<file path="config.mk">
export PLATFORM = sky130hd
export DESIGN_NAME = aae_div
export DESIGN_NICKNAME = d
export VERILOG_FILES = /design/src/aae_div.sv
export SDC_FILE = /design/constraint.sdc
export NUM_CORES = 1
export LEC_CHECK = 0
export BUFFER_PORTS_ARGS = -buffer_cell sky130_fd_sc_hd__buf_4
export CAP_MARGIN = 20
export CORE_MARGIN = 5
export CORE_UTILIZATION = 50
export CTS_BUF_LIST = sky130_fd_sc_hd__clkbuf_8
export DETAILED_ROUTE_END_ITERATION = 10
export GPL_TIMING_DRIVEN = 0
export PLACE_DENSITY = 0.89
export REMOVE_ABC_BUFFERS = 1
export SYNTH_ARGS = -nofsm -noshare
export SYNTH_HDL_FRONTEND = slang
export SYNTH_SLANG_ARGS = --single-unit
</file>
<file path="constraint.sdc">
create_clock -name clk -period 2.6 [get_ports clk]
set_clock_uncertainty 0.15 [all_clocks]
set_input_delay 0.52 -clock clk [delete_from_list [all_inputs] [get_ports clk]]
set_output_delay 0.52 -clock clk [all_outputs]
set_load 0.01 [all_outputs]
</file>
<file path="src/aae_div.sv">
`default_nettype none
module aae_div #(
	parameter int NW = 34,
	parameter int DW = 16
) (
	input  wire logic          clk,
	input  wire logic          arst_n,
	input  wire logic          start,
	input  wire logic [NW-1:0] num,
	input  wire logic [DW-1:0] den,
	output logic               done,
	output logic      [NW-1:0] quot
);

	localparam int CW = $clog2(NW + 1);

	logic [NW-1:0] num_q;
	logic [DW-1:0] rem_q;
	logic [DW-1:0] den_q;
	logic [CW-1:0] cnt_q;
	logic          busy_q;
	logic          done_q;
	logic [DW:0]   sh;
	logic [DW:0]   diff;
	logic          ge;

	assign sh   = {rem_q, num_q[NW-1]};
	assign ge   = sh >= {1'b0, den_q};
	assign diff = sh - {1'b0, den_q};

	always_ff @(posedge clk or negedge arst_n) begin
		if (!arst_n) begin
			busy_q <= 1'b0;
			done_q <= 1'b0;
			cnt_q  <= '0;
		end else begin
			done_q <= 1'b0;
			if (start) begin
				busy_q <= 1'b1;
				cnt_q  <= CW'(NW);
			end else if (busy_q) begin
				cnt_q <= cnt_q - 1'b1;
				if (cnt_q == CW'(1)) begin
					busy_q <= 1'b0;
					done_q <= 1'b1;
				end
			end
		end
	end

	always_ff @(posedge clk) begin
		if (start) begin
			num_q <= num;
			rem_q <= '0;
			den_q <= den;
		end else if (busy_q) begin
			rem_q <= ge ? diff[DW-1:0] : sh[DW-1:0];
			num_q <= {num_q[NW-2:0], ge};
		end
	end

	assign done = done_q;
	assign quot = num_q;

endmodule
`default_nettype wire

</file>
==> results.json, run 1 <==
{
  "drv_cap": 0,
  "drv_slew": 0,
  "crit_buf_inv": 1,
  "r2r_end": "rem_q[14]$_SDFFE_PP0P_",
  "grt_overflow": 0,
  "r2r_start": "quot[33]$_DFFE_PP_",
  "n_antenna_cell": 0,
  "layout-drive-gt1-share": 0.375,
  "powerDensity_nw_per_um2": 676,
  "clkTransAtPathRegs_ns": 0.07,
  "synthXorXnorAreaFrac": 0.0392,
  "drt-pass1-iter-count": 5,
  "finalHoldViolations": 0,
  "wl_per_cell_um": 16.5,
  "synth_area_um2": 3800,
  "synth_ff_type": "edfxtp_1",
  "async_reset_ff_frac": 0.108,
  "synth_top_area_share": 0.395,
  "clockBufferDepth": 2,
  "r2r_cells": 9,
  "synth.yosys.warnings": 0,
  "worstMarginPinSlew_ns": 0.825,
  "cts_tree": "yes",
  "crit_cells": 9,
  "critical_path_arrival_ns": 2.67,
  "synth_simple_gate_area_share": 0.0912,
  "coreArea_um2": 7330,
  "yosys.area.top_type": "edfxtp_1",
  "synth_seq_area_share": 0.532,
  "synth_edf_count": 50,
  "min_period_ns": 2.54,
  "die_height_um": 97.2,
  "fmax_mhz": 393,
  "clock-sinks": 74,
  "synth.most_common_cell": "edfxtp_1",
  "r2r_slack_ns": 0.06,
  "synthMuxAreaShare": 0.130,
  "crit_path_start_kind": "flip-flop",
  "antenna_found_initial": 0,
  "cpMaxStageDelayCell": "or4_1",
  "die_w_um": 97.2,
  "synth_area_leaders": "edfxtp_1, mux2_2, dfxtp_1",
  "nFillCells": 508,
  "hp-class": "in2reg",
  "outcome": "finished clean",
  "place.gp.congestion": 0.832,
  "ys_seq_elements": 74,
  "drt-initial-drc-count": 200,
  "cts.htree.levels": 3,
  "dieArea_um2": 9440,
  "area_growth_pct": 30.6,
  "drc": 0,
  "viasPerCell": 5.54,
  "grt_pass1_wl_mm": 14.0,
  "setup.worst_path.start": "quot[33]$_DFFE_PP_",
  "synth_common_cells": "edfxtp_1, mux2_2, nor2_1",
  "route.final.wire_length_mm": 8.71,
  "pin_count": 88,
  "fin_crit_sh": 0.978,
  "cts-root-buf": "clkbuf_8",
  "synthAdderAreaFrac": 0.0645,
  "grt_pass1_vias": 3031,
  "worst_slack_ns": 0.0572,
  "path_cells": "inv_1 -> ha_1 -> fa_2 -> nand2b_1 -> a211oi_2 -> nand2b_4 -> a2111oi_0 -> or4_1 -> o21ai_1",
  "grt_max_degree": 72,
  "relSlewSlack": 0.450,
  "synth-compound-area-share": 0.108,
  "grt_use_total": 0.183,
  "setup_viol": 0,
  "post-place-ws_ns": -0.465,
  "cts_buffers": 9,
  "synth_cells": 330,
  "worstSetupPathType": "reg2reg",
  "whs_ns": 0.193,
  "crit_path_max_incr_delay_ns": 0.49,
  "num-nets-final": 496,
  "crit_fanout": 2,
  "vdd_ir_drop_max_uv": 357,
  "postSynthAreaPerCell_um2": 11.5,
  "crit_family": "simple AND/OR/NAND/NOR gates",
  "row_count": 31,
  "synth_top_family_by_area": "multiplexers",
  "synth_cell_types": 42,
  "insertion_delay_ns": 0.36,
  "crit_end": "rem_q[14]$_SDFFE_PP0P_",
  "critical_path.endpoint_type": "flip-flop",
  "p_leak_nw": 2.15,
  "num_vias": 2925,
  "dp_hpwl_mm": 5.57,
  "worst-endpoint-required_ns": 2.73,
  "antenna_left": 0,
  "port_buffers": 87,
  "start_util": 0.518
}
-- report_power, final --
group          switching [W]  internal (W)  total (W)
sequential         0.0000948       0.00140    0.00150
clock               0.000421      0.000561   0.000982
combinational       0.000428      0.000446   0.000874
-- routing by layer --
layer	vias to the layer above	routed length, um	GRT usage
met2	113	4360	0.314
met1	1399	3430	0.203
met5	-	0	0
met4	0	220	0.0842
met3	23	704	0.0639
li1	1390	-	-
-- kinds of logic after synthesis --
logic type / count (synthesis)
xor gates and xnor gates: 17
DFF: 74
adders and majority gates: 19
buffers and inverters: 35
muxes: 45
AOI/OAI and AO/OA: 63
and+or+nand+nor: 77
-- worst min-delay path by stage --
stage | start | to | slack, ns | cells past startpoint
3_5_place_dp | arst_n | cnt_q[1]$_DFFE_PN0P_ | 0.19 | 1
5_1_grt | den[14] | den_q[14]$_DFFE_PP_ | 0.18 | 1
6_report | den[13] | den_q[13]$_DFFE_PP_ | 0.19 | 1
3_3_place_gp | arst_n | cnt_q[0]$_DFFE_PN0P_ | 0.19 | 1
4_1_cts | den[15] | den_q[15]$_DFFE_PP_ | 0.18 | 1
2_1_floorplan | arst_n | busy_q$_DFF_PN0_ | 0.07 | 0
-- state kept, by name, indices dropped and copies added (netlist names) --
register / cells
quot: 34
den_q: 16
rem_q: 16
cnt_q: 6
busy_q: 1
done: 1
-- area by class of cell --
cell class	instances	area, um^2	area share
sequential	74	2020	0.408
inverter	22	86.3	0.0174
clock inverter	6	83.8	0.0169
multi-input combinational	222	1760	0.355
tap	99	124	0.0250
clock buffer	10	138	0.0277
timing repair buffer	95	748	0.151
-- stage by stage --
step | util | TNS, ns | power [W] | instances | instance area [um^2]
after detailed placement | 0.621 | -8.63 | 0.00229 | 504 | 4550
after CTS | 0.659 | 0 | 0.00331 | 525 | 4830
after global routing | 0.677 | -0.0945 | 0.00352 | 528 | 4960
final | 0.677 | 0 | 0.00335 | 528 | 4960
after global placement | 0.617 | -18.60 | 0.00225 | 503 | 4520
after floorplan | - | -0.0720 | 0.00200 | 317 | 3750
-- cell usage in the layout, fill, tap and decap left out, drive strengths merged, types with 8 or more instances in the layout --
cell type,netlist,layout
a211oi,12,12
a21oi,19,19
buf,2,94
clkbuf,11,10
dfrtp,8,8
dfxtp,16,16
edfxtp,50,50
ha,18,18
inv,22,23
mux2,34,34
mux2i,11,11
nand2,21,21
nor2,33,33
o21ai,12,12
xnor2,14,14
-- what timing repair did --
action,CTS,global route
hold endpoints to repair,8,0
pin swaps,2,8
endpoints found under the setup margin,36,34
setup buffers,3,3
gates cloned,1,0
gates resized for setup,5,15
hold buffers,1,0
Note: power is estimated with default switching activity, not from simulation.
==> inputs of run 2 (changes only) <==
ABC_AREA = 1   (was default)
CORE_UTILIZATION = 28   (was 50)
PLACE_DENSITY = 0.59   (was 0.89)
==> run 2 against run 1 <==
  * Sequential power increased by 8%
  * Cell count is 52% higher
  * Combinational power is 150% higher
  * Sequential cell count is the same
  * Critical path depth is 5 lower
  * Largest power group is now combinational cells
==> results.json, run 2 <==
{
  "outcome": "finished clean",
  "p_total_w": 0.00479,
  "nFillCells": 1570,
  "clockBufferDepth": 2,
  "synth_area_leaders": "edfxtp_1, nand2_1, dfxtp_1",
  "setup_tns_ns": 0,
  "clkTransAtPathRegs_ns": 0.09,
  "start_util": 0.283,
  "crit_path_max_incr_delay_ns": 0.69,
  "finalHoldViolations": 0,
  "antenna_left": 0,
  "min_period_ns": 2.31,
  "synth_cell_types": 39,
  "drt-initial-drc-count": 157,
  "placed_cells": 783,
  "antenna_found_initial": 0,
  "r2r_start": "den_q[14]$_DFFE_PP_",
  "setup.worst_path.start": "start",
  "crit_buf_inv": 3,
  "layout-drive-gt1-share": 0.239,
  "worstSetupPathType": "in2reg",
  "power_frac_comb": 0.450,
  "drv_slew": 0,
  "cts_buffers": 9,
  "insertion_delay_ns": 0.36,
  "die_height_um": 134,
  "viasPerCell": 4.42,
  "p_leak_nw": 2.76,
  "crit_fanout": 54,
  "synth.most_common_cell": "nand2_1",
  "dp_hpwl_mm": 7.69,
  "crit_family": "buffers and inverters",
  "cts.htree.levels": 3,
  "grt_max_degree": 55,
  "synth_cells": 519,
  "route.final.wire_length_mm": 10.5,
  "final_common_cell": "nand2_1",
  "drc": 0,
  "fin_crit_sh": 0.887,
  "area_growth_pct": 25.0,
  "powerDensity_nw_per_um2": 897,
  "p_sw_w": 0.00192,
  "clockPowerShare": 0.212,
  "die_w_um": 134,
  "synth.yosys.warnings": 0,
  "grt_setup_unrepaired": "false",
  "mostFrequentLayoutCells": "nand2_1, buf_4, inv_1, edfxtp_1, nand3_1",
  "stdcell_count": 800,
  "clock-sinks": 74,
  "synth_area_um2": 4280,
  "critical_path.endpoint_type": "flip-flop",
  "row_count": 45,
  "dieArea_um2": 17900,
  "drv_cap": 0,
  "pwr-share-seq": 0.338,
  "synth_top_area_share": 0.351,
  "num_vias": 3537,
  "crit_path_start_kind": "input port",
  "n_antenna_cell": 0,
  "whs_ns": 0.185,
  "crit_cells": 4,
  "ys_seq_elements": 74,
  "r2r_slack_ns": 0.40,
  "synth_ff_type": "edfxtp_1",
  "async_reset_ff_frac": 0.108,
  "drt-pass1-iter-count": 4,
  "hp-class": "in2reg",
  "worst-endpoint-required_ns": 2.51,
  "cts-root-buf": "clkbuf_8",
  "port_buffers": 87,
  "grt_pass1_vias": 3734,
  "synth_seq_area_share": 0.473,
  "r2r_cells": 10,
  "crit_end": "quot[23]$_DFFE_PP_",
  "swShare": 0.401,
  "worstMarginPinSlew_ns": 0.869,
  "num-nets-final": 679,
  "grt_use_total": 0.119,
  "postSynthAreaPerCell_um2": 8.24,
  "vdd_ir_drop_max_uv": 294,
  "largest_reg_flops": 34,
  "cpMaxStageDelayCell": "inv_1",
  "synth_edf_count": 50,
  "grt_overflow": 0,
  "setup_viol": 0,
  "place.gp.congestion": 0.875,
  "path_cells": "buf_4 -> nor2_2 -> inv_1 -> buf_8",
  "r2r_end": "rem_q[13]$_SDFFE_PP0P_",
  "coreArea_um2": 15100,
  "critical_path_arrival_ns": 2.22,
  "grt_pass1_wl_mm": 17.4,
  "p_int_w": 0.00287,
  "cts_tree": "yes",
  "yosys.area.top_type": "edfxtp_1",
  "relSlewSlack": 0.420,
  "fmax_mhz": 434,
  "pin_count": 88,
  "synth_common_cells": "nand2_1, inv_1, edfxtp_1",
  "wl_per_cell_um": 13.1
}
run 2: changes by cell type after synthesis, moves of 11 or more:
| cell | change |
|---|---|
| nand2_2 | +16 |
| inv_1 | +33 |
| nand2_1 | +203 |
| nand3b_1 | +19 |
| nand3_1 | +22 |
| mux2i_1 | -11 |
| nor2_1 | -23 |
| a211oi_1 | -12 |
| mux2_2 | -34 |
run 2: power by group through the flow:
stage / combinational [W] / sequential, W / clock, W
detailed placement: 0.00216 / 0.00164 / 0
global route: 0.00246 / 0.00165 / 0.00111
CTS: 0.00218 / 0.00162 / 0.00105
global placement: 0.00214 / 0.00164 / 0
finish: 0.00216 / 0.00162 / 0.00102
floorplan: 0.00162 / 0.00164 / 0
run 2: cells by family after synthesis:
kind of cell / after synthesis / synth area share
AOI/OAI and AO/OA: 23 / 0.0316
xor gates and xnor gates: 6 / 0.0123
adders and majority gates: 19 / 0.0573
buffers and inverters: 80 / 0.0790
DFF: 74 / 0.473
and+or+nand+nor: 317 / 0.347
run 2: what timing repair did:
action	4_1_cts	5_1_grt
endpoints found under the hold margin	8	0
hold buffers	1	0
resized for setup	0	1
buffers inserted	0	0
setup endpoints to repair	0	16
run 2: layout make-up:
type | count | area [um^2] | share of cell area
Clock buffer | 9 | 124 | 0.0232
Clock inverter | 7 | 93.8 | 0.0175
Inverter | 66 | 248 | 0.0463
Multi-Input combinational cell | 365 | 1920 | 0.359
Sequential cell | 74 | 2020 | 0.378
Tap cell | 188 | 235 | 0.0440
Timing Repair Buffer | 91 | 704 | 0.132
run 2: metrics by stage:
stage / setup slack [ns] / util / area (um^2)
final: 0.295 / 0.354 / 5350
after global routing: 0.127 / 0.354 / 5350
after CTS: 0.00891 / 0.354 / 5350
after detailed placement: -0.385 / 0.339 / 5120
after global placement: -1.20 / 0.336 / 5080
after floorplan: 0.281 / - / 4190
run 2: worst min path at each step:
| stage | cells past startpoint | end | from |
|---|---|---|---|
| floorplan | 0 | busy_q$_DFF_PN0_ | arst_n |
| global placement | 1 | cnt_q[4]$_DFFE_PN0P_ | arst_n |
| detailed placement | 1 | cnt_q[5]$_DFFE_PN0P_ | arst_n |
| CTS | 1 | den_q[7]$_DFFE_PP_ | den[7] |
| global route | 1 | den_q[10]$_DFFE_PP_ | den[10] |
| finish | 1 | den_q[15]$_DFFE_PP_ | den[15] |
run 2: layer usage:
layer	part of all wire	GRT usage
met5	0	0
met2	0.45	0.198
met1	0.44	0.141
met3	0.086	0.0434
met4	0.019	0.0474
run 2: worst reg2reg max path, cell delays in order (launching register included):
cell      delay (ns)
edfxtp_1        0.33
inv_1           0.04
ha_1            0.35
a21oi_1         0.26
o21a_1          0.15
nand2_2         0.09
nor2_8          0.30
nand2_8         0.20
nand2_1         0.12
nand3_1         0.07
nand2_1         0.09
